===== config.mk =====
export PLATFORM = sky130hd
export DESIGN_NAME = nsu_cfg_regs
export DESIGN_NICKNAME = d
export VERILOG_FILES = /design/src/design/nsu_pkg.sv /design/src/design/nsu_cfg_regs.sv
export SDC_FILE = /design/constraint.sdc
export NUM_CORES = 1
export LEC_CHECK = 0
export ABC_AREA = 0
export CAP_MARGIN = 15
export CORE_AREA = 3 3 123 125
export DETAILED_ROUTE_END_ITERATION = 8
export DIE_AREA = 0 0 126 128
export DONT_BUFFER_PORTS = 1
export SETUP_SLACK_MARGIN = 0.3
export SYNTH_ARGS = -nofsm -noshare
export SYNTH_HDL_FRONTEND = slang
export SYNTH_SLANG_ARGS = --single-unit
export TNS_END_PERCENT = 100

===== constraint.sdc =====
create_clock -name i_clk -period 1.3 [get_ports i_clk]
set_input_delay 0 -clock i_clk [delete_from_list [all_inputs] [get_ports i_clk]]
set_output_delay 0 -clock i_clk [all_outputs]
set_load 0.02 [all_outputs]

===== src/design/nsu_pkg.sv =====
// Shared types, constants and helpers for the neuron soma update core.
// No dependencies; imported by every module of the core.
package nsu_pkg;

    localparam int IDX_W       = 8;
    localparam int P_W         = 32;
    localparam int TS_W        = 16;
    localparam int LEAK_W      = 16;
    localparam int MASK_W      = 16;
    localparam int CFG_IDX_W   = 3;
    localparam int CFG_DATA_W  = 32;
    localparam int ACC_W       = P_W + 4;

    localparam int NEURONS_DEF = 256;
    localparam int MAX_GAP_DEF = 255;

    localparam logic [15:0] LFSR_SEED = 16'hACE1;

    typedef enum logic [1:0] {
        MODEL_LIF         = 2'd0,
        MODEL_IF          = 2'd1,
        MODEL_LINEAR      = 2'd2,
        MODEL_TOWARD_ZERO = 2'd3
    } t_model;

    typedef enum logic [1:0] {
        RST_HARD = 2'd0,
        RST_SOFT = 2'd1,
        RST_SAT  = 2'd2,
        RST_NONE = 2'd3
    } t_rmode;

    typedef enum logic [CFG_IDX_W-1:0] {
        CFG_MODEL      = 3'd0,
        CFG_FIRE_TH    = 3'd1,
        CFG_REV_TH     = 3'd2,
        CFG_RST_LEVEL  = 3'd3,
        CFG_REV_LEVEL  = 3'd4,
        CFG_LEAK       = 3'd5,
        CFG_RST_MODES  = 3'd6,
        CFG_JIT_MASK   = 3'd7
    } t_cfg_idx;

    typedef struct packed {
        t_model                  model;
        logic signed [P_W-1:0]   fire_th;
        logic signed [P_W-1:0]   rev_th;
        logic signed [P_W-1:0]   rst_level;
        logic signed [P_W-1:0]   rev_level;
        logic [LEAK_W-1:0]       leak_amount;
        t_rmode                  pos_mode;
        t_rmode                  rev_mode;
        logic [MASK_W-1:0]       jitter_mask;
    } t_cfg;

    typedef enum logic [2:0] {
        S_CLEAR,
        S_IDLE,
        S_READ,
        S_LEAK,
        S_SUM,
        S_DECIDE,
        S_PUSH
    } t_state;

    // controller -> datapath
    typedef struct packed {
        logic clear;
        logic capture;
        logic load;
        logic leak_step;
        logic sum;
        logic decide;
        logic push;
    } t_cmd;

    // datapath -> controller
    typedef struct packed {
        logic clear_done;
        logic leak_done;
        logic out_free;
    } t_sts;

    function automatic logic signed [P_W-1:0] sat32(input logic signed [ACC_W-1:0] x);
        logic signed [ACC_W-1:0] hi;
        logic signed [ACC_W-1:0] lo;
        hi = {{(ACC_W-P_W+1){1'b0}}, {(P_W-1){1'b1}}};
        lo = {{(ACC_W-P_W+1){1'b1}}, {(P_W-1){1'b0}}};
        if (x > hi) begin
            sat32 = hi[P_W-1:0];
        end else if (x < lo) begin
            sat32 = lo[P_W-1:0];
        end else begin
            sat32 = x[P_W-1:0];
        end
    endfunction

    function automatic logic signed [ACC_W-1:0] sext(input logic signed [P_W-1:0] x);
        sext = {{(ACC_W-P_W){x[P_W-1]}}, x};
    endfunction

endpackage


===== src/design/nsu_cfg_regs.sv =====
// Configuration register bank of the neuron soma update core.
// Depends on nsu_pkg.
module nsu_cfg_regs
    import nsu_pkg::*;
(
    input  logic                  i_clk,
    input  logic                  i_rst_n,
    input  logic                  i_cfg_valid,
    output logic                  o_cfg_ready,
    input  logic [CFG_IDX_W-1:0]  i_cfg_index,
    input  logic [CFG_DATA_W-1:0] i_cfg_data,
    output t_cfg                  o_cfg
);

    t_cfg r_cfg;

    assign o_cfg_ready = 1'b1;
    assign o_cfg       = r_cfg;

    always_ff @(posedge i_clk) begin
        if (!i_rst_n) begin
            r_cfg.model       <= MODEL_LIF;
            r_cfg.fire_th     <= '0;
            r_cfg.rev_th      <= '0;
            r_cfg.rst_level   <= '0;
            r_cfg.rev_level   <= '0;
            r_cfg.leak_amount <= '1;
            r_cfg.pos_mode    <= RST_HARD;
            r_cfg.rev_mode    <= RST_HARD;
            r_cfg.jitter_mask <= '0;
        end else if (i_cfg_valid) begin
            case (t_cfg_idx'(i_cfg_index))
                CFG_MODEL:     r_cfg.model       <= t_model'(i_cfg_data[1:0]);
                CFG_FIRE_TH:   r_cfg.fire_th     <= i_cfg_data;
                CFG_REV_TH:    r_cfg.rev_th      <= i_cfg_data;
                CFG_RST_LEVEL: r_cfg.rst_level   <= i_cfg_data;
                CFG_REV_LEVEL: r_cfg.rev_level   <= i_cfg_data;
                CFG_LEAK:      r_cfg.leak_amount <= i_cfg_data[LEAK_W-1:0];
                CFG_RST_MODES: begin
                    r_cfg.pos_mode <= t_rmode'(i_cfg_data[1:0]);
                    r_cfg.rev_mode <= t_rmode'(i_cfg_data[3:2]);
                end
                CFG_JIT_MASK:  r_cfg.jitter_mask <= i_cfg_data[MASK_W-1:0];
                default: ;
            endcase
        end
    end

endmodule


==> results of run 1 <==
repair_timing:
action | CTS | global route
endpoints found under the hold margin | 166 | 166
endpoints found under the setup margin | 0 | 11
resized for setup | 0 | 1
hold buffers | 28 | 12
synth_stat cells:
library cell / instances
sky130_fd_sc_hd__dfxtp_1: 166
sky130_fd_sc_hd__nor4b_2: 1
sky130_fd_sc_hd__clkbuf_1: 17
sky130_fd_sc_hd__nand4_4: 1
sky130_fd_sc_hd__and4bb_1: 2
sky130_fd_sc_hd__nand2_1: 182
sky130_fd_sc_hd__and4b_1: 1
sky130_fd_sc_hd__nand4b_4: 1
sky130_fd_sc_hd__buf_12: 6
sky130_fd_sc_hd__conb_1: 1
sky130_fd_sc_hd__nor2b_1: 32
sky130_fd_sc_hd__buf_4: 9
sky130_fd_sc_hd__mux2i_1: 166
sky130_fd_sc_hd__buf_6: 8
sky130_fd_sc_hd__nand4b_1: 1
sky130_fd_sc_hd__nand4bb_1: 1
sky130_fd_sc_hd__buf_2: 7
worst max-delay path, cell delays in order:
cell,delay (ps)
sky130_fd_sc_hd__dlygate4sd3_1,550
sky130_fd_sc_hd__nor2b_1,110
sky130_fd_sc_hd__dlygate4sd3_1,550
sky130_fd_sc_hd__mux2i_1,60
how the worst max path moves through the flow:
stage,end,slack [ps],depth (start not counted)
after detailed placement,o_cfg[128],430,3
after CTS,o_cfg[27],330,4
final,o_cfg[21],330,4
after global routing,o_cfg[21],310,4
after global placement,o_cfg[32],470,3
after floorplan,o_cfg[101],380,5
layer usage:
metal	vias up	wire (um)
met5	-	0
met4	0	342
met3	24	1510
met2	150	7200
met1	1965	6150
li1	2006	-
power by group:
group          internal (W)  switching, W
Clock               0.00352       0.00201
Combinational      0.000224      0.000230
Sequential          0.00520      0.000221
Total               0.00895       0.00246
kinds of logic after synthesis:
logic type	after synthesis	synth area share, %
flip-flops	166	52.2
other	1	0.0589
multiplexers	166	26.1
AND/OR/NAND/NOR	222	15.7
buffers and inverters	47	5.92
metrics by stage:
stage	cell area [um^2]	std cells	power, W	hold slack, ps
floorplan	6360	602	0.00593	166
global placement	6360	747	0.00590	169
detailed placement	6360	747	0.00592	175
CTS	7290	807	0.0115	-274
global route	7320	809	0.0118	-272
finish	7320	809	0.0114	-239
cell type report:
class	instances	share of cell area (%)
sequential	166	45.4
clock buffer	21	6.29
multi-input combinational	389	36.6
timing repair buffer	42	5.88
tap	180	3.08
clock inverter	11	2.70
==> metrics.log, run 1 <==
INFO  metric max_cap_viol_count = 0
INFO  metric io_pins = roughly 200
INFO  metric finalHoldViolations = 166
INFO  metric synthToLayoutAreaGrowth = 15.0%
INFO  metric outcome = finished with violations
INFO  metric fin_nets = 654
INFO  metric commonest_non_fill_non_tap_cell_in_the_layout = sky130_fd_sc_hd__nand2_1
INFO  metric critical_path_required = approximately 1600 ps
INFO  metric fin_hold_ws = -239 ps
INFO  metric reg2reg_to = o_cfg[46]
INFO  metric vdd_ir_drop_max = about 0.88 mV
INFO  metric finalSetupTns = 0 ps
INFO  metric syn-cell-area = roughly 6400 um^2
INFO  metric finalCriticalPeriod = between 900 and 1000 ps
INFO  metric first_global_vias = about 4300
INFO  metric synth_sequential_area_ratio = 52.2%
INFO  metric final_layout_size_suffix_gt1_share = approximately 7.6%
INFO  metric synth_area_per_cell = ~11 um^2
INFO  metric busiest_layer = met2
INFO  metric setup_violations = 0
INFO  metric drtPass1Iterations = 4
INFO  metric worstSkewPairLatency = 420 ps
INFO  metric placementRows = 43
INFO  metric floorplan.initialDensity = about 45%
INFO  metric detail_route.drc_violations = 0
INFO  metric postSynthRegisterBits = roughly 170
INFO  metric synth.distinct_cells = 17
INFO  metric route.antenna.remaining_nets = 0
INFO  metric finalWorstSetupSlack = 332 ps
INFO  metric yosys_warnings = 0
INFO  metric slew_violations = 0
INFO  metric maxClockFrequency = ~1.0 GHz
INFO  metric r2r_setup_slack = ~500 ps
INFO  metric multi_input_area = roughly 2700 um^2
INFO  metric power.static_leakage = 3.14 nW
INFO  metric placement.setup.worst_slack = roughly 430 ps
INFO  metric grt_pass1_wl = between 20000 and 25000 um
INFO  metric drt-total-wl = 15200 um
INFO  metric synth_largest_area_cell = sky130_fd_sc_hd__dfxtp_1
INFO  metric worst_r2r_startpoint = o_cfg[46]
INFO  metric holdCritStartpoint = i_rst_n
INFO  metric powerDensity = 1560 nW/um^2
INFO  metric via_count = roughly 4100
INFO  metric ctsHtreeMaxLevel = 4
INFO  metric routabilityCongestion = roughly 0.76
INFO  metric final_min_period_over_clock_period = about 74%
INFO  metric max-clock-path-buffers = 2
INFO  metric synth_cells = around 600
INFO  metric min_path_type = input port to flip-flop
INFO  metric grt_setup_unrepaired = no
INFO  metric number_of_buffers_inserted_during_clock_tree_synthesis = 17
INFO  metric timing.critical_path.from_type = input port
INFO  metric postLayoutCoreUtil = ~52%
INFO  metric tritoncts = done
INFO  metric fillerInstances = between 1000 and 1500
INFO  metric detail_route.wl_per_cell = 18.8 um
INFO  metric overflow = 0
INFO  metric via_per_inst = around 5.1
INFO  metric path_class = input port to flip-flop
INFO  metric yosys-top-cells-area = sky130_fd_sc_hd__dfxtp_1, sky130_fd_sc_hd__mux2i_1, sky130_fd_sc_hd__nand2_1
INFO  metric grtUsageTotal = roughly a fifth
INFO  metric cts.repair_timing.setup_buffer_count = 0
INFO  metric final_cell_mix = sky130_fd_sc_hd__nand2_1, sky130_fd_sc_hd__mux2i_1, sky130_fd_sc_hd__dfxtp_1, sky130_fd_sc_hd__nor2b_1, sky130_fd_sc_hd__dlygate4sd3_1
INFO  metric worstHoldEndpoint = o_cfg[15]
INFO  metric met1_usage = a little over a fifth
INFO  metric drt-initial-drc-count = 149
INFO  metric worst_hold_path.num_cells = 2
INFO  metric cts_root_buffer = sky130_fd_sc_hd__clkbuf_16
INFO  metric antenna_cell_count = 0
INFO  metric path_clk_slew = roughly 60 ps
INFO  metric die_area = 16100 um^2
INFO  metric largest_register_ffs = approximately 170
INFO  metric placement.io_buffers = 0
INFO  metric antenna_found_initial = 0
INFO  metric hpwlAfterDp = 10200 um
INFO  metric floorplan.die.height = roughly 130 um
INFO  metric grt_max_degree = ~220
INFO  metric dieWidth = 126 um
INFO  metric worstPathArrival = 1270 ps
INFO  metric startpoint = i_cfg_data[1]
INFO  metric ff_latch_area = ~3300 um^2
INFO  metric clock-sinks = approximately 170
INFO  metric logic_depth_of_the_worst_register_to_register_path = 2
INFO  metric clock-skew-final = 0 ps
INFO  metric crit_path_end_kind = flip-flop
INFO  metric core_area = ~14000 um^2
INFO  metric cp_max_fo = 2
INFO  metric netlist.area_leader.share = roughly 52%
INFO  metric failed_checks = negative hold slack
INFO  metric syn_nets = 640
INFO  metric gr-usage-met3 = a little under 9%
INFO  metric gr-usage-met2 = roughly 31%
Power figures use the tool's default switching activity.
==> run 2, diff against run 1 <==
- clock period: 1.3 -> 0.94 ns (I/O delays scaled with it)
==> run 2 against run 1 <==
The flow still finishes with violations (negative hold slack). Worst hold slack worse by 20 ps. Total power up 35%. Via count up 21%. Cell count up 25%. Design area up 36%. Largest cell class unchanged. Largest power group is now sequential cells.
==> metrics.log, run 2 (synthesized netlist as in run 1, its figures left out) <==
INFO  metric outcome = finished with violations (unchanged)
INFO  metric failed_checks = negative hold slack (unchanged)
INFO  metric startpoint = o_cfg[57] (was i_cfg_data[1])
INFO  metric logic_depth_of_the_worst_register_to_register_path = 4 (was 2)
INFO  metric fin_nets = 856 (was 654)
INFO  metric synthToLayoutAreaGrowth = 56.1% (was 15.0%)
INFO  metric clock-skew-final = 0 ps (unchanged)
INFO  metric crit_path_end_kind = output pin (was flip-flop)
INFO  metric first_global_vias = 5027 (was 4299)
INFO  metric grt_setup_unrepaired = yes (was no)
INFO  metric cp_max_fo = 2 (unchanged)
INFO  metric overflow = 0 (unchanged)
INFO  metric power.clock.fraction = 44.3% (was 48.5%)
INFO  metric fillerInstances = 971 (was 1247)
INFO  metric placementRows = 43 (unchanged)
INFO  metric powerDensity = 1560 nW/um^2 (about the same)
INFO  metric floorplan.initialDensity = 45.5% (unchanged)
INFO  metric worst_path_largest_cell_delay = 360 ps (was 550 ps)
INFO  metric antenna_found_initial = 0 (unchanged)
INFO  metric routabilityCongestion = 0.764 (was 0.761)
INFO  metric post_dp_cell_area = 7620 um^2 (was 6360 um^2)
INFO  metric antenna_cell_count = 0 (unchanged)
INFO  metric finalHoldViolations = 166 (unchanged)
INFO  metric final_cell_area = 9930 um^2 (was 7320 um^2)
INFO  metric power.static_leakage = 4.49 nW (was 3.14 nW)
INFO  metric cp_slowest_cell = sky130_fd_sc_hd__dfxtp_2 (was sky130_fd_sc_hd__dlygate4sd3_1)
INFO  metric min_path_type = input port to flip-flop (unchanged)
INFO  metric p_switching = 0.00344 W (was 0.00246 W)
INFO  metric die_area = 16100 um^2 (unchanged)
INFO  metric path_cells = buf_6 (was dlygate4sd3_1, nor2b_1, dlygate4sd3_1, mux2i_1)
INFO  metric hpwlAfterDp = 11300 um (was 10200 um)
INFO  metric fin_hold_ws = -260 ps (was -239 ps)
INFO  metric finalCriticalPeriod = roughly 900 ps
INFO  metric drt-total-wl = 18200 um (was 15200 um)
INFO  metric path_class = flip-flop to output pin (was input port to flip-flop)
INFO  metric detail_route.drc_violations = 0 (unchanged)
INFO  metric worstPathArrival = 900 ps (was 1270 ps)
INFO  metric critical_path_required = 940 ps (was 1600 ps)
INFO  metric finalSetupTns = 0 ps (unchanged)
INFO  metric via_per_inst = 4.96 (was 5.12)
INFO  metric grtUsageTotal = 20.8% (was 18.8%)
INFO  metric clock-sinks = 166 (unchanged)
INFO  metric reg2reg_to = o_cfg[119] (was o_cfg[46])
INFO  metric commonest_non_fill_non_tap_cell_in_the_layout = sky130_fd_sc_hd__buf_6 (was sky130_fd_sc_hd__nand2_1)
INFO  metric timing.critical_path.depth = 1 (was 4)
INFO  metric timing.critical_path.from_type = flip-flop (was input port)
INFO  metric worst_r2r_startpoint = o_cfg[119] (was o_cfg[46])
INFO  metric final_layout_size_suffix_gt1_share = 58.9% (was 7.63%)
INFO  metric worst-path-buf-inv = 1 (was 2)
INFO  metric worstSkewPairLatency = 420 ps (about the same)
INFO  metric portion_of_total_power_attributed_to_combinational_logic = 8.2% (was 4.0%)
INFO  metric ctsHtreeMaxLevel = 4 (unchanged)
INFO  metric internal_power_contribution = 0.0120 W (was 0.00895 W)
INFO  metric drt-initial-drc-count = 294 (was 149)
INFO  metric max-clock-path-buffers = 2 (unchanged)
INFO  metric core_area = 14000 um^2 (unchanged)
INFO  metric max_cap_viol_count = 0 (unchanged)
INFO  metric largest_register_ffs = 166 (unchanged)
INFO  metric io_pins = 205 (unchanged)
INFO  metric p_total = 0.0155 W (was 0.0114 W)
INFO  metric placement.io_buffers = 0 (unchanged)
INFO  metric grt_max_degree = 215 (unchanged)
INFO  metric via_count = 5005 (was 4145)
INFO  metric postLayoutCoreUtil = 71.0% (was 52.3%)
INFO  metric netSwitchingFraction = 22.3% (was 21.6%)
INFO  metric drtPass1Iterations = 4 (unchanged)
INFO  metric final_min_period_over_clock_period = a little over nine tenths
INFO  metric floorplan.die.height = 128 um (unchanged)
INFO  metric final_cell_mix = sky130_fd_sc_hd__buf_6, sky130_fd_sc_hd__mux2i_1, sky130_fd_sc_hd__dfxtp_2, sky130_fd_sc_hd__nand2_1, sky130_fd_sc_hd__nand2_2 (was sky130_fd_sc_hd__nand2_1, sky130_fd_sc_hd__mux2i_1, sky130_fd_sc_hd__dfxtp_1, sky130_fd_sc_hd__nor2b_1, sky130_fd_sc_hd__dlygate4sd3_1)
INFO  metric detail_route.wl_per_cell = 18.0 um (was 18.8 um)
INFO  metric power.share.sequential = 47.5% (about the same)
INFO  metric route.antenna.remaining_nets = 0 (unchanged)
INFO  metric setup.worst_path.end = o_cfg[57] (was o_cfg[21])
INFO  metric r2r_setup_slack = 130 ps (was 500 ps)
INFO  metric cts_root_buffer = sky130_fd_sc_hd__clkbuf_16 (unchanged)
INFO  metric dieWidth = 126 um (unchanged)
INFO  metric maxClockFrequency = about 1.1 GHz
INFO  metric vdd_ir_drop_max = 1.24 mV (was 0.879 mV)
INFO  metric tritoncts = done (unchanged)
INFO  metric path_clk_slew = 60 ps (about the same)
INFO  metric setup_violations = 0 (unchanged)
INFO  metric kind_of_cell_adding_the_most_delay_to_the_critical_path = flip-flops (was buffers and inverters)
INFO  metric slew_violations = 0 (unchanged)
INFO  metric number_of_buffers_inserted_during_clock_tree_synthesis = 17 (unchanged)
INFO  metric grt_pass1_wl = 26700 um (was 23900 um)
==> run 2: cell count changes in the layout (fill, tap and decap cells not counted), sizes merged <==
cell          change
buf             +213
dlygate4sd3      -10
bufinv            -3
clkbuf            +1
clkinvlp          +1
dlymetal6s4s      -1
==> run 2: per-stage QoR <==
stage | instances | setup WS (ps) | hold slack [ps]
6_report | 1010 | 37.1 | -260
5_1_grt | 1010 | 13.8 | -290
4_1_cts | 982 | 31.4 | -287
3_5_place_dp | 903 | 54.0 | 171
3_3_place_gp | 903 | 108 | 162
2_1_floorplan | 602 | 52.0 | 166
==> run 2: what timing repair did <==
action / CTS / global route
pin swaps: 0 / 2
buffers inserted: 32 / 25
endpoints found under the hold margin: 166 / 166
gates resized for setup: 327 / 92
setup endpoints to repair: 173 / 252
hold buffers: 16 / 3
==> run 2: how the worst min path moves through the flow <==
| stage | endpoint | startpoint | depth (start not counted) |
|---|---|---|---|
| after CTS | o_cfg[15] | i_rst_n | 2 |
| final | o_cfg[15] | i_rst_n | 2 |
| after global routing | o_cfg[10] | i_rst_n | 2 |
| after floorplan | o_cfg[20] | i_cfg_data[0] | 2 |
| after global placement | o_cfg[105] | i_rst_n | 2 |
| after detailed placement | o_cfg[111] | i_rst_n | 2 |
==> run 2: area by class of cell <==
cell class | instances | area (um^2) | area share, %
clock buffers | 22 | 484 | 4.87
clock inverters | 9 | 100 | 1.01
multi-input cells | 389 | 2850 | 28.6
flip-flops and latches | 166 | 3550 | 35.7
well taps | 180 | 225 | 2.27
repair buffers | 244 | 2730 | 27.5
==> run 2: per-layer routing <==
| metal | vias to the layer above | wire length [um] | track usage, % |
|---|---|---|---|
| met3 | 31 | 1240 | 6.88 |
| li1 | 2405 | - | - |
| met1 | 2406 | 7400 | 24.4 |
| met5 | - | 0 | 0 |
| met2 | 163 | 9120 | 36.4 |
| met4 | 0 | 414 | 6.06 |
==> run 2: power groups by stage <==
| stage | clock, W | sequential [W] | combinational (W) |
|---|---|---|---|
| after floorplan | 0 | 0.00761 | 0.000628 |
| after global placement | 0 | 0.00744 | 0.000956 |
| after detailed placement | 0 | 0.00744 | 0.000978 |
| after CTS | 0.00697 | 0.00733 | 0.00118 |
| after global routing | 0.00728 | 0.00735 | 0.00134 |
| final | 0.00685 | 0.00734 | 0.00127 |
==> run 2: worst register-to-register path, delay by kind of cell (launching register included) <==
kind          cells  cell delay (ps)
simple gates      1               30
flops             1              350
mux               1              170
buf+inv           2              170
