File: src/design/nsu_pkg.sv
// Shared types, constants and helpers for the neuron soma update core.
// No dependencies; imported by every module of the core.
package nsu_pkg;

    localparam int IDX_W       = 8;
    localparam int P_W         = 32;
    localparam int TS_W        = 16;
    localparam int LEAK_W      = 16;
    localparam int MASK_W      = 16;
    localparam int CFG_IDX_W   = 3;
    localparam int CFG_DATA_W  = 32;
    localparam int ACC_W       = P_W + 4;

    localparam int NEURONS_DEF = 256;
    localparam int MAX_GAP_DEF = 255;

    localparam logic [15:0] LFSR_SEED = 16'hACE1;

    typedef enum logic [1:0] {
        MODEL_LIF         = 2'd0,
        MODEL_IF          = 2'd1,
        MODEL_LINEAR      = 2'd2,
        MODEL_TOWARD_ZERO = 2'd3
    } t_model;

    typedef enum logic [1:0] {
        RST_HARD = 2'd0,
        RST_SOFT = 2'd1,
        RST_SAT  = 2'd2,
        RST_NONE = 2'd3
    } t_rmode;

    typedef enum logic [CFG_IDX_W-1:0] {
        CFG_MODEL      = 3'd0,
        CFG_FIRE_TH    = 3'd1,
        CFG_REV_TH     = 3'd2,
        CFG_RST_LEVEL  = 3'd3,
        CFG_REV_LEVEL  = 3'd4,
        CFG_LEAK       = 3'd5,
        CFG_RST_MODES  = 3'd6,
        CFG_JIT_MASK   = 3'd7
    } t_cfg_idx;

    typedef struct packed {
        t_model                  model;
        logic signed [P_W-1:0]   fire_th;
        logic signed [P_W-1:0]   rev_th;
        logic signed [P_W-1:0]   rst_level;
        logic signed [P_W-1:0]   rev_level;
        logic [LEAK_W-1:0]       leak_amount;
        t_rmode                  pos_mode;
        t_rmode                  rev_mode;
        logic [MASK_W-1:0]       jitter_mask;
    } t_cfg;

    typedef enum logic [2:0] {
        S_CLEAR,
        S_IDLE,
        S_READ,
        S_LEAK,
        S_SUM,
        S_DECIDE,
        S_PUSH
    } t_state;

    // controller -> datapath
    typedef struct packed {
        logic clear;
        logic capture;
        logic load;
        logic leak_step;
        logic sum;
        logic decide;
        logic push;
    } t_cmd;

    // datapath -> controller
    typedef struct packed {
        logic clear_done;
        logic leak_done;
        logic out_free;
    } t_sts;

    function automatic logic signed [P_W-1:0] sat32(input logic signed [ACC_W-1:0] x);
        logic signed [ACC_W-1:0] hi;
        logic signed [ACC_W-1:0] lo;
        hi = {{(ACC_W-P_W+1){1'b0}}, {(P_W-1){1'b1}}};
        lo = {{(ACC_W-P_W+1){1'b1}}, {(P_W-1){1'b0}}};
        if (x > hi) begin
            sat32 = hi[P_W-1:0];
        end else if (x < lo) begin
            sat32 = lo[P_W-1:0];
        end else begin
            sat32 = x[P_W-1:0];
        end
    endfunction

    function automatic logic signed [ACC_W-1:0] sext(input logic signed [P_W-1:0] x);
        sext = {{(ACC_W-P_W){x[P_W-1]}}, x};
    endfunction

endpackage

File: src/design/nsu_ctrl.sv
// Sequencing state machine of the neuron soma update core.
// Depends on nsu_pkg; drives the datapath through t_cmd, reads t_sts.
module nsu_ctrl
    import nsu_pkg::*;
(
    input  logic i_clk,
    input  logic i_rst_n,
    input  logic i_in_valid,
    output logic o_in_stall,
    input  t_sts i_sts,
    output t_cmd o_cmd
);

    t_state r_state;
    t_state n_state;

    always_ff @(posedge i_clk) begin
        if (!i_rst_n) begin
            r_state <= S_CLEAR;
        end else begin
            r_state <= n_state;
        end
    end

    always_comb begin
        n_state = r_state;
        case (r_state)
            S_CLEAR:  if (i_sts.clear_done) n_state = S_IDLE;
            S_IDLE:   if (i_in_valid) n_state = S_READ;
            S_READ:   n_state = S_LEAK;
            S_LEAK:   if (i_sts.leak_done) n_state = S_SUM;
            S_SUM:    n_state = S_DECIDE;
            S_DECIDE: n_state = S_PUSH;
            S_PUSH:   if (i_sts.out_free) n_state = S_IDLE;
            default:  n_state = S_CLEAR;
        endcase
    end

    always_comb begin
        o_cmd      = '0;
        o_in_stall = 1'b1;
        case (r_state)
            S_CLEAR:  o_cmd.clear = 1'b1;
            S_IDLE: begin
                o_in_stall    = 1'b0;
                o_cmd.capture = i_in_valid;
            end
            S_READ:   o_cmd.load = 1'b1;
            S_LEAK:   o_cmd.leak_step = !i_sts.leak_done;
            S_SUM:    o_cmd.sum = 1'b1;
            S_DECIDE: o_cmd.decide = 1'b1;
            S_PUSH:   o_cmd.push = 1'b1;
            default: ;
        endcase
    end

endmodule

File: config.mk
export PLATFORM = sky130hd
export DESIGN_NAME = nsu_ctrl
export DESIGN_NICKNAME = d
export VERILOG_FILES = /design/src/design/nsu_pkg.sv /design/src/design/nsu_ctrl.sv
export SDC_FILE = /design/constraint.sdc
export NUM_CORES = 1
export LEC_CHECK = 0
export ABC_CLOCK_PERIOD_IN_PS = 2500
export BUFFER_PORTS_ARGS = -buffer_cell sky130_fd_sc_hd__buf_2
export CAP_MARGIN = 20
export CORE_AREA = 2 2 39 41
export CTS_CLUSTER_DIAMETER = 60
export DETAILED_ROUTE_END_ITERATION = 10
export DIE_AREA = 0 0 41 43
export GPL_ROUTABILITY_DRIVEN = 0
export PLACE_DENSITY = 0.41
export SLEW_MARGIN = 25
export SYNTH_ARGS = -nofsm -noshare
export SYNTH_HDL_FRONTEND = slang
export SYNTH_SLANG_ARGS = --single-unit
export TNS_END_PERCENT = 5
File: constraint.sdc
create_clock -name i_clk -period 2.5 [get_ports i_clk]
set_input_delay 0.375 -clock i_clk [delete_from_list [all_inputs] [get_ports i_clk]]
set_output_delay 0.375 -clock i_clk [all_outputs]
set_load 0.03 [all_outputs]
==> insert_results.sql, run 1 <==
INSERT INTO impl_metrics (metric_group, metric, value, unit) VALUES
('floorplanning', 'die_w', '41', 'um'),
('routing', 'detail_route.vias_per_cell', '4.36', ''),
('layout', 'largest-register', 'r_state', ''),
('clock_network', 'cts_made_buffers', '3', ''),
('routing', 'antenna_left', '0', ''),
('clock_network', 'cts_setup_buffers', '0', ''),
('sta', 'totalNegativeSetupSlack', '0', 'ns'),
('placed_design', 'io_buffers', '13', ''),
('worst_setup_path', 'critical_path_class', 'register to output port', ''),
('global_routing', 'global_route.usage.total', '8.81', '%'),
('layout', 'nNetsFinal', '52', ''),
('logic_synthesis', 'syn-num-nets', '37', ''),
('floorplanning', 'initial_core_util', '18.2', '%'),
('power_and_ir_drop', 'vdd.ir_drop.worst', '0.158', 'mV'),
('clock_network', 'clk_transition_reported_paths', '0.04', 'ns'),
('routing', 'dr.pass1.iters', '1', ''),
('floorplanning', 'die-area', '0.00176', 'mm2'),
('sta', 'report.final.setup_viol', '0', ''),
('floorplanning', 'boundaryPins', '14', ''),
('routing', 'routed_wirelength', '651', 'um'),
('routing', 'drt_iter0_drc', '0', ''),
('run_status', 'outcome', 'completed', ''),
('sta', 'report.final.hold_viol_count', '0', ''),
('floorplanning', 'coreArea', '0.00138', 'mm2'),
('power_and_ir_drop', 'power-per-cell-area', '587', 'mW/mm2'),
('clock_network', 'cts_num_sinks', '3', ''),
('floorplanning', 'die_height', '43', 'um'),
('routing', 'avgRoutedWirePerCell', '10.7', 'um'),
('layout', 'largest_reg_flops', '3', ''),
('sta', 'maxSlewHeadroom', '67.9', '%'),
('logic_synthesis', 'sequential_element_share_of_the_synthesized_area', '23.9', '%'),
('layout', 'registers_with_the_most_flip_flops', 'r_state x3', ''),
('logic_synthesis', 'synth-seq-cells', '3', ''),
('global_routing', 'antenna_found_initial', '0', ''),
('global_routing', 'overflow', '0', ''),
('logic_synthesis', 'synthCells', '31', ''),
('global_routing', 'vias_in_the_first_global_route', '227', ''),
('logic_synthesis', 'netlist_area_before_placement', '251', 'um2'),
('clock_network', 'cts_repair_resize_count', '0', ''),
('global_routing', 'grt_max_degree', '17', ''),
('sta', 'clock-skew-final', '0.00266', 'ns'),
('floorplanning', 'num_rows', '14', ''),
('sta', 'max_clock_freq', '579', 'MHz'),
('sta', 'drv_slew', '0', ''),
('sta', 'grt_setup_unrepaired', 'false', ''),
('clock_network', 'cts-root-buf', 'clkbuf_4', ''),
('clock_network', 'htreeDepth', '1', ''),
('layout', 'final_cells', '61', ''),
('clock_network', 'cts_tree', 'built', ''),
('sta', 'hold_ws', '0.419', 'ns'),
('worst_setup_path', 'path_max_fanout', '12', ''),
('layout', 'diodes', '0', ''),
('logic_synthesis', 'synth.distinct_cells', '21', ''),
('layout', 'area_growth', '34.8', '%'),
('job', 'max-cap-violations', '0', ''),
('sta', 'period_utilization', '69.1', '%'),
('sta', 'worstMarginPinSlew', '0.481', 'ns'),
('global_routing', 'grt_first_pass_wirelength', '993', 'um'),
('clock_network', 'cts.path.max_buffers', '2', ''),
('clock_network', 'worst_skew_pair.late_latency', '0.24', 'ns'),
('worst_hold_path', 'timing.hold.worst.class', 'input pin to register', ''),
('worst_setup_path', 'timing.critical_path.arrival', '1.35', 'ns'),
('logic_synthesis', 'ys_warn_count', '0', ''),
('worst_setup_path', 'cp-end-kind', 'output port', ''),
('routing', 'route.detailed.drc', '0', ''),
('worst_setup_path', 'crit_path_start_kind', 'register', ''),
('power_and_ir_drop', 'p_leak', '0.170', 'nW'),
('placed_design', 'dpl.cell_count', '57', ''),
('layout', 'drive_gt1_share', '42.2', '%'),
('routing', 'detailroute.via_count', '266', ''),
('layout', 'filler_cell_count', '161', ''),
('sta', 'finalCriticalPeriod', '1.73', 'ns'),
('worst_setup_path', 'worst_ep_required_time', '2.12', 'ns'),
('logic_synthesis', 'synthesis.area_per_instance', '8.11', 'um2'),
('clock_network', 'cts_hold_repair.buffers', '0', '');
==> metrics by stage <==
stage | worst slack, ns | power, mW | area, um2 | util, %
after global placement | 1.06 | 0.113 | 313 | 22.6
final | 0.772 | 0.199 | 339 | 24.5
after floorplan | 0.827 | 0.101 | 251 | -
after detailed placement | 1.04 | 0.112 | 313 | 22.6
after global routing | 0.698 | 0.216 | 339 | 24.5
after CTS | 0.779 | 0.205 | 339 | 24.5
==> cell usage after synthesis <==
cell type  number  area, um2
dfxtp_1         3       60.1
and2b_4         1       10.0
nand2_1         3       11.3
and3b_1         3       26.3
o21ai_0         2       10.0
buf_6           1       11.3
nor3_2          1       10.0
buf_2           1       5.00
nand2b_1        1       6.26
nor3b_1         2       15.0
nor2b_1         2       12.5
nor3_1          2       10.0
a21oi_2         1       8.76
inv_1           1       3.75
buf_4           1       7.51
o21ai_1         1       5.00
o2111ai_1       1       8.76
nor2_1          1       3.75
a32oi_1         1       8.76
o211a_1         1       10.0
o31ai_1         1       7.51
==> layer usage <==
layer	part of all wire, %	global-route usage (%)
met5	0	0
met4	2.5	10.0
met3	9.7	2.62
met2	43	10.6
met1	44	10.8
==> path summary, 6_finish.rpt <==
check                           slack (ns)  cells past startpoint          to  startpoint
worst max-delay path                  0.77                      3    o_cmd[3]  r_state[2]
worst min register to register        0.63                      2  r_state[1]  r_state[0]
worst min-delay path                  0.42                      3  r_state[0]    i_sts[2]
worst max register to register        1.34                      3  r_state[2]  r_state[2]
==> where the power goes <==
part	switching (mW)	total, mW	internal [mW]
clock	0.0287	0.0887	0.0600
sequential	0.0102	0.0618	0.0516
combinational	0.0291	0.0487	0.0196
total	0.0680	0.199	0.131
==> final cells by class <==
| type | instances | area, um2 | area share [%] |
|---|---|---|---|
| sequential | 3 | 60.1 | 17.7 |
| clock buffer | 4 | 26.3 | 7.75 |
| timing repair buffer | 13 | 65.1 | 19.2 |
| tap | 16 | 20.0 | 5.90 |
| inverter | 1 | 3.75 | 1.11 |
| multi-input combinational | 24 | 164 | 48.3 |
==> logic make-up after synthesis <==
kind of cell / share of synthesized area [%]
AO/OA/AOI/OAI: 23.4
buffers and inverters: 10.9
flip-flops: 23.9
AND/OR/NAND/NOR: 41.8
==> placed cells by master (no fill, tap or decap), drive strengths merged <==
master / netlist / routed
buf: 3 / 13
clkbuf: 0 / 4
and3b: 3 / 3
nand2: 3 / 3
dfxtp: 3 / 3
nor3: 3 / 3
o21ai: 3 / 3
nor3b: 2 / 2
nor2b: 2 / 2
and2b: 1 / 1
nand2b: 1 / 1
inv: 1 / 1
nor2: 1 / 1
a21oi: 1 / 1
o211a: 1 / 1
o31ai: 1 / 1
a32oi: 1 / 1
o2111ai: 1 / 1
==> worst max-delay path, stage by stage (launching register included) <==
cell     delay [ns]
dfxtp_1        0.54
and2b_4        0.26
and3b_1        0.15
buf_2          0.17
(Power assumes the default switching activity.)
==> run 2: changes to the inputs <==
- ABC_AREA: not set -> 1
- ABC_CLOCK_PERIOD_IN_PS: 2500 -> 1500
- PLACE_DENSITY: 0.41 -> 0.43
- clock period: 2.5 -> 1.5 ns (I/O delays scaled with it)
==> run 2 against run 1 <==
  * Via count up 14%
  * Die area did not move
  * Clock-buffer cell count is the same
  * Clock power up 63%
  * Combinational power grew to 9.4 times the previous value
  * Largest power group is now combinational cells
  * Highest routed layer unchanged
==> insert_results.sql, run 2 <==
INSERT INTO impl_metrics (metric_group, metric, value, unit) VALUES
('clock_network', 'cts_made_buffers', '3', ''),
('logic_synthesis', 'synthesis.area_per_instance', '6.05', 'um2'),
('placed_design', 'io_buffers', '13', ''),
('clock_network', 'cts_tree', 'built', ''),
('sta', 'totalNegativeSetupSlack', '0', 'ns'),
('placed_design', 'dpl.cell_count', '70', ''),
('logic_synthesis', 'synth-seq-cells', '3', ''),
('clock_network', 'htreeDepth', '1', ''),
('logic_synthesis', 'post-synth-top-area-fraction', '23.1', '%'),
('layout', 'registers_with_the_most_flip_flops', 'r_state x3', ''),
('logic_synthesis', 'synth.top_cells.by_area', 'dfxtp_1 23%, nand2_1 12%, nor2_1 12%', ''),
('routing', 'detail_route.vias_per_cell', '4.08', ''),
('layout', 'layout_common_cells', '13 x buf_2, 8 x nand2_1, 8 x nor2_1', ''),
('floorplanning', 'boundaryPins', '14', ''),
('sta', 'maxSlewHeadroom', '85.4', '%'),
('sta', 'report.final.hold_viol_count', '0', ''),
('routing', 'antenna_left', '0', ''),
('routing', 'avgRoutedWirePerCell', '8.54', 'um'),
('global_routing', 'grt_max_degree', '10', ''),
('power_and_ir_drop', 'p_leak', '0.208', 'nW'),
('worst_setup_path', 'timing.critical_path.arrival', '1.18', 'ns'),
('global_routing', 'vias_in_the_first_global_route', '261', ''),
('logic_synthesis', 'netlist_area_before_placement', '260', 'um2'),
('layout', 'nNetsFinal', '65', ''),
('floorplanning', 'initial_core_util', '18.8', '%'),
('sta', 'clock-skew-final', '0.00182', 'ns'),
('floorplanning', 'die_w', '41', 'um'),
('layout', 'diodes', '0', ''),
('floorplanning', 'die-area', '0.00176', 'mm2'),
('layout', 'largest_reg_flops', '3', ''),
('clock_network', 'cts.path.max_buffers', '2', ''),
('routing', 'routed_wirelength', '632', 'um'),
('logic_synthesis', 'post_synth_most_frequent_cells', '8 x nand2_1, 8 x nor2_1, 6 x inv_1', ''),
('worst_setup_path', 'worst_ep_required_time', '1.27', 'ns'),
('logic_synthesis', 'yosys_most_used_dff', 'dfxtp_1', ''),
('run_status', 'outcome', 'completed', ''),
('floorplanning', 'coreArea', '0.00138', 'mm2'),
('logic_synthesis', 'synth-edff-count', '0', ''),
('floorplanning', 'num_rows', '14', ''),
('global_routing', 'grt_first_pass_wirelength', '917', 'um'),
('sta', 'period_utilization', '93.6', '%'),
('sta', 'worstMarginPinSlew', '0.217', 'ns'),
('layout', 'layout_commonest_cell', 'buf_2', ''),
('worst_setup_path', 'cp-end-kind', 'output port', ''),
('sta', 'max_clock_freq', '713', 'MHz'),
('routing', 'dr.pass1.iters', '1', ''),
('layout', 'layout.core_utilization', '26.2', '%'),
('clock_network', 'cts_num_sinks', '3', ''),
('clock_network', 'cts-root-buf', 'clkbuf_4', ''),
('routing', 'drt_iter0_drc', '0', ''),
('logic_synthesis', 'synth-async-reset-ratio', '0', '%'),
('layout', 'final_cells', '74', ''),
('clock_network', 'cts_setup_buffers', '0', ''),
('sta', 'finalCriticalPeriod', '1.40', 'ns'),
('routing', 'route.detailed.drc', '0', ''),
('sta', 'report.final.setup_viol', '0', ''),
('layout', 'drive_gt1_share', '44.8', '%'),
('layout', 'area_growth', '39.4', '%'),
('worst_setup_path', 'critical_path_class', 'register to output port', ''),
('worst_setup_path', 'crit_path_start_kind', 'register', ''),
('logic_synthesis', 'ys_warn_count', '0', ''),
('placed_design', 'dp_hpwl', '517', 'um'),
('clock_network', 'clk_transition_reported_paths', '0.04', 'ns'),
('worst_setup_path', 'path_max_fanout', '9', ''),
('job', 'max-cap-violations', '0', ''),
('sta', 'grt_setup_unrepaired', 'false', ''),
('logic_synthesis', 'synthDominantAreaCellType', 'dfxtp_1', ''),
('logic_synthesis', 'synthCells', '43', ''),
('sta', 'drv_slew', '0', ''),
('routing', 'detailroute.via_count', '302', ''),
('logic_synthesis', 'syn-num-nets', '49', ''),
('power_and_ir_drop', 'vdd.ir_drop.worst', '0.379', 'mV'),
('layout', 'largest-register', 'r_state', ''),
('global_routing', 'overflow', '0', ''),
('global_routing', 'antenna_found_initial', '0', ''),
('clock_network', 'worst_skew_pair.late_latency', '0.24', 'ns'),
('power_and_ir_drop', 'power-per-cell-area', '2200', 'mW/mm2'),
('global_routing', 'global_route.usage.total', '8.02', '%'),
('layout', 'filler_cell_count', '180', ''),
('logic_synthesis', 'sequential_element_share_of_the_synthesized_area', '23.1', '%'),
('worst_hold_path', 'timing.hold.worst.class', 'input pin to register', ''),
('floorplanning', 'die_height', '43', 'um'),
('logic_synthesis', 'synth.distinct_cells', '13', ''),
('sta', 'hold_ws', '0.236', 'ns');
## run 2: cell types whose count changed after synthesis, moves of 3 or more
cell     delta
and3b_1     -3
inv_1       +5
nand2_1     +5
nor2_1      +7
nor3_1      +3
## run 2: through the flow
stage | worst slack (ns) | power [mW] | area [um2]
final | 0.0965 | 0.798 | 363
after global routing | 0.00985 | 0.867 | 363
after CTS | 0.0365 | 0.806 | 359
after detailed placement | 0.216 | 0.649 | 330
after global placement | 0.214 | 0.651 | 330
after floorplan | 0.0144 | 0.566 | 260
## run 2: area by class of cell
type                            instances  area [um2]  share of cell area [%]
Multi-Input combinational cell         30         155                    42.8
Clock buffer                            4        26.3                    7.24
Timing Repair Buffer                   13        65.1                    17.9
Tap cell                               16        20.0                    5.52
Sequential cell                         3        66.3                    18.3
Inverter                                8        30.0                    8.28
## run 2: per-layer routing
| layer | wire (um) | vias to the layer above | GRT usage (%) |
|---|---|---|---|
| met1 | 255 | 128 | 8.31 |
| met4 | 15 | 0 | 10.0 |
| met3 | 40 | 2 | 0 |
| met5 | 0 | - | 0 |
| li1 | - | 162 | - |
| met2 | 320 | 10 | 12.2 |
## run 2: path summary, 6_finish.rpt
path	from	end	slack (ns)	cells after the start
min reg2reg	r_state[2]	r_state[2]	0.55	2
max	r_state[0]	o_cmd[3]	0.1	5
min	i_rst_n	r_state[2]	0.24	3
max reg2reg	r_state[0]	r_state[2]	0.43	7
## run 2: logic make-up after synthesis
group	count (synthesis)	synth area share, %
AO/OA/AOI/OAI	2	3.85
buffers and inverters	10	17.3
flip-flops	3	23.1
AND/OR/NAND/NOR	28	55.8
## run 2: critical path, stage by stage, from the launching register on
cell,delay [ns]
dfxtp_2,0.41
nand2_1,0.07
nor2_1,0.12
nand2_1,0.10
inv_1,0.07
buf_2,0.19
## run 2: power breakdown
group	internal, mW	switching (mW)	leakage [nW]	total, mW
registers	0.123	0.0725	0.0261	0.195
clock network	0.0999	0.0446	0.0150	0.145
logic	0.146	0.312	0.167	0.458
total	0.369	0.429	0.208	0.798
## run 2: repair_timing
item / CTS / global route
endpoints found under the setup margin: 3 / 2
gates cloned: 0 / 0
resized for setup: 2 / 2
hold buffers: 0 / 0
==> run 3: changes to the inputs <==
- ABC_AREA: 1 -> not set
- ABC_CLOCK_PERIOD_IN_PS: 1500 -> 1650
- PLACE_DENSITY: 0.43 -> 0.41
- clock period: 1.5 -> 1.65 ns (I/O delays scaled with it)
==> run 3 against run 2 <==
  * Clock skew shrank 0.0013 ns
  * Critical path depth shrank 1
  * Non-clock buffer count is the same
  * Die area is the same
  * Register-to-register slack gained 0.20 ns
  * Utilization shrank 1.4 points
  * Routed wire length shrank 4.7%
  * Sequential power shrank 51%
  * Setup slack gained 0.093 ns
  * Global-route usage grew 0.59 points
  * Power shrank 62%
  * Largest power group is now clock
==> insert_results.sql, run 3 (synthesis results as in run 1) <==
INSERT INTO impl_metrics (metric_group, metric, value, unit) VALUES
('run_status', 'outcome', 'completed', ''),
('sta', 'period_utilization', '88.5', '%'),
('floorplanning', 'initial_core_util', '18.2', '%'),
('worst_setup_path', 'path_max_fanout', '12', ''),
('power_and_ir_drop', 'power-per-cell-area', '876', 'mW/mm2'),
('clock_network', 'cts_setup_buffers', '0', ''),
('clock_network', 'cts.path.max_buffers', '2', ''),
('sta', 'report.final.setup_viol', '0', ''),
('global_routing', 'vias_in_the_first_global_route', '219', ''),
('routing', 'antenna_left', '0', ''),
('power_and_ir_drop', 'vdd.ir_drop.worst', '0.497', 'mV'),
('clock_network', 'htreeDepth', '1', ''),
('sta', 'totalNegativeSetupSlack', '0', 'ns'),
('sta', 'drv_slew', '0', ''),
('layout', 'area.sequential', '63.8', 'um2'),
('floorplanning', 'coreArea', '0.00138', 'mm2'),
('layout', 'layout_common_cells', '13 x buf_2, 3 x and3b_1, 3 x nand2_1, 3 x clkbuf_4, 3 x dfxtp_2', ''),
('layout', 'registers_with_the_most_flip_flops', 'r_state x3', ''),
('placed_design', 'io_buffers', '13', ''),
('routing', 'dr.pass1.iters', '4', ''),
('layout', 'nNetsFinal', '52', ''),
('routing', 'route.detailed.drc', '0', ''),
('placed_design', 'dp_hpwl', '417', 'um'),
('floorplanning', 'num_rows', '14', ''),
('clock_network', 'cts-root-buf', 'clkbuf_4', ''),
('sta', 'finalCriticalPeriod', '1.46', 'ns'),
('layout', 'layout.core_utilization', '24.8', '%'),
('floorplanning', 'boundaryPins', '14', ''),
('worst_setup_path', 'critical_path.reg2reg.startpoint', 'r_state[2]', ''),
('global_routing', 'grt_first_pass_wirelength', '945', 'um'),
('worst_setup_path', 'cp-startpoint', 'r_state[2]', ''),
('global_routing', 'overflow', '0', ''),
('job', 'max-cap-violations', '0', ''),
('worst_setup_path', 'crit_path_start_kind', 'register', ''),
('power_and_ir_drop', 'p_leak', '0.172', 'nW'),
('global_routing', 'global_route.usage.total', '8.61', '%'),
('sta', 'report.final.hold_viol_count', '0', ''),
('routing', 'routed_wirelength', '602', 'um'),
('floorplanning', 'die_height', '43', 'um'),
('layout', 'area_growth', '36.3', '%'),
('worst_setup_path', 'critical_path_class', 'register to output port', ''),
('routing', 'avgRoutedWirePerCell', '9.87', 'um'),
('layout', 'diodes', '0', ''),
('layout', 'drive_gt1_share', '48.9', '%'),
('sta', 'worstMarginPinSlew', '0.264', 'ns'),
('global_routing', 'antenna_found_initial', '0', ''),
('global_routing', 'grt_max_degree', '17', ''),
('clock_network', 'clk_transition_reported_paths', '0.04', 'ns'),
('worst_setup_path', 'cp-end-kind', 'output port', ''),
('routing', 'detailroute.via_count', '260', ''),
('worst_setup_path', 'worst_ep_required_time', '1.40', 'ns'),
('layout', 'filler_cell_count', '152', ''),
('sta', 'maxSlewHeadroom', '82.3', '%'),
('layout', 'layout_commonest_cell', 'buf_2', ''),
('sta', 'grt_setup_unrepaired', 'false', ''),
('floorplanning', 'die-area', '0.00176', 'mm2'),
('worst_hold_path', 'timing.hold.worst.class', 'input pin to register', ''),
('power_and_ir_drop', 'report.power.total', '300', 'uW'),
('sta', 'clock-skew-final', '0.000523', 'ns'),
('clock_network', 'cts_made_buffers', '3', ''),
('layout', 'largest-register', 'r_state', ''),
('sta', 'max_clock_freq', '685', 'MHz'),
('clock_network', 'worst_skew_pair.late_latency', '0.24', 'ns'),
('routing', 'drt_iter0_drc', '5', ''),
('floorplanning', 'die_w', '41', 'um'),
('worst_setup_path', 'timing.critical_path.arrival', '1.21', 'ns'),
('routing', 'detail_route.vias_per_cell', '4.26', ''),
('layout', 'largest_reg_flops', '3', ''),
('layout', 'multi_input_area', '164', 'um2'),
('clock_network', 'cts_num_sinks', '3', ''),
('clock_network', 'cts_tree', 'built', ''),
('worst_hold_path', 'min-delay-start', 'i_sts[2]', '');
## run 3: repair_timing
item / CTS / global route
resized for setup: 0 / 3
hold buffers: 0 / 0
endpoints found under the setup margin: 0 / 3
## run 3: layout make-up
type / count / area share (%)
clock buffer: 4 / 7.66
inverter: 1 / 1.09
multi-input combinational: 24 / 47.8
sequential: 3 / 18.6
tap: 16 / 5.84
timing repair buffer: 13 / 19.0
## run 3: final timing paths
path           endpoint  slack, ns  cells after the start
max            o_cmd[5]       0.19                      4
min          r_state[0]       0.29                      3
max reg2reg  r_state[2]       0.63                      3
min reg2reg  r_state[1]       0.58                      2
## run 3: worst max-delay path: stages, from the launching register on
cell	delay, ns
dfxtp_2	0.36
and2b_4	0.28
nand2b_1	0.07
nor2_1	0.08
buf_2	0.19
## run 3: routing by layer
metal  part of all wire [%]  wire [um]  global-route usage [%]  vias to the layer above
met2                     45        269                    10.6                       12
met1                     42        253                    10.5                      109
met4                      0          0                    4.00                        0
met3                     13         79                    6.81                        0
li1                       -          -                       -                      139
met5                      0          0                       0                        -
## run 3: stage by stage
step                worst slack, ns  hold WS, ns  area (um2)  std cells
floorplan                     0.105        0.376         251         31
global placement              0.336        0.544         313         57
detailed placement            0.334        0.537         313         57
CTS                          0.0760        0.291         339         61
global route                 0.0971        0.292         343         61
finish                        0.190        0.287         343         61
## run 3: report_power, final
group	switching (mW)	total (mW)	internal (mW)
logic	0.0441	0.0738	0.0297
registers	0.0154	0.0948	0.0794
clock network	0.0410	0.132	0.0908
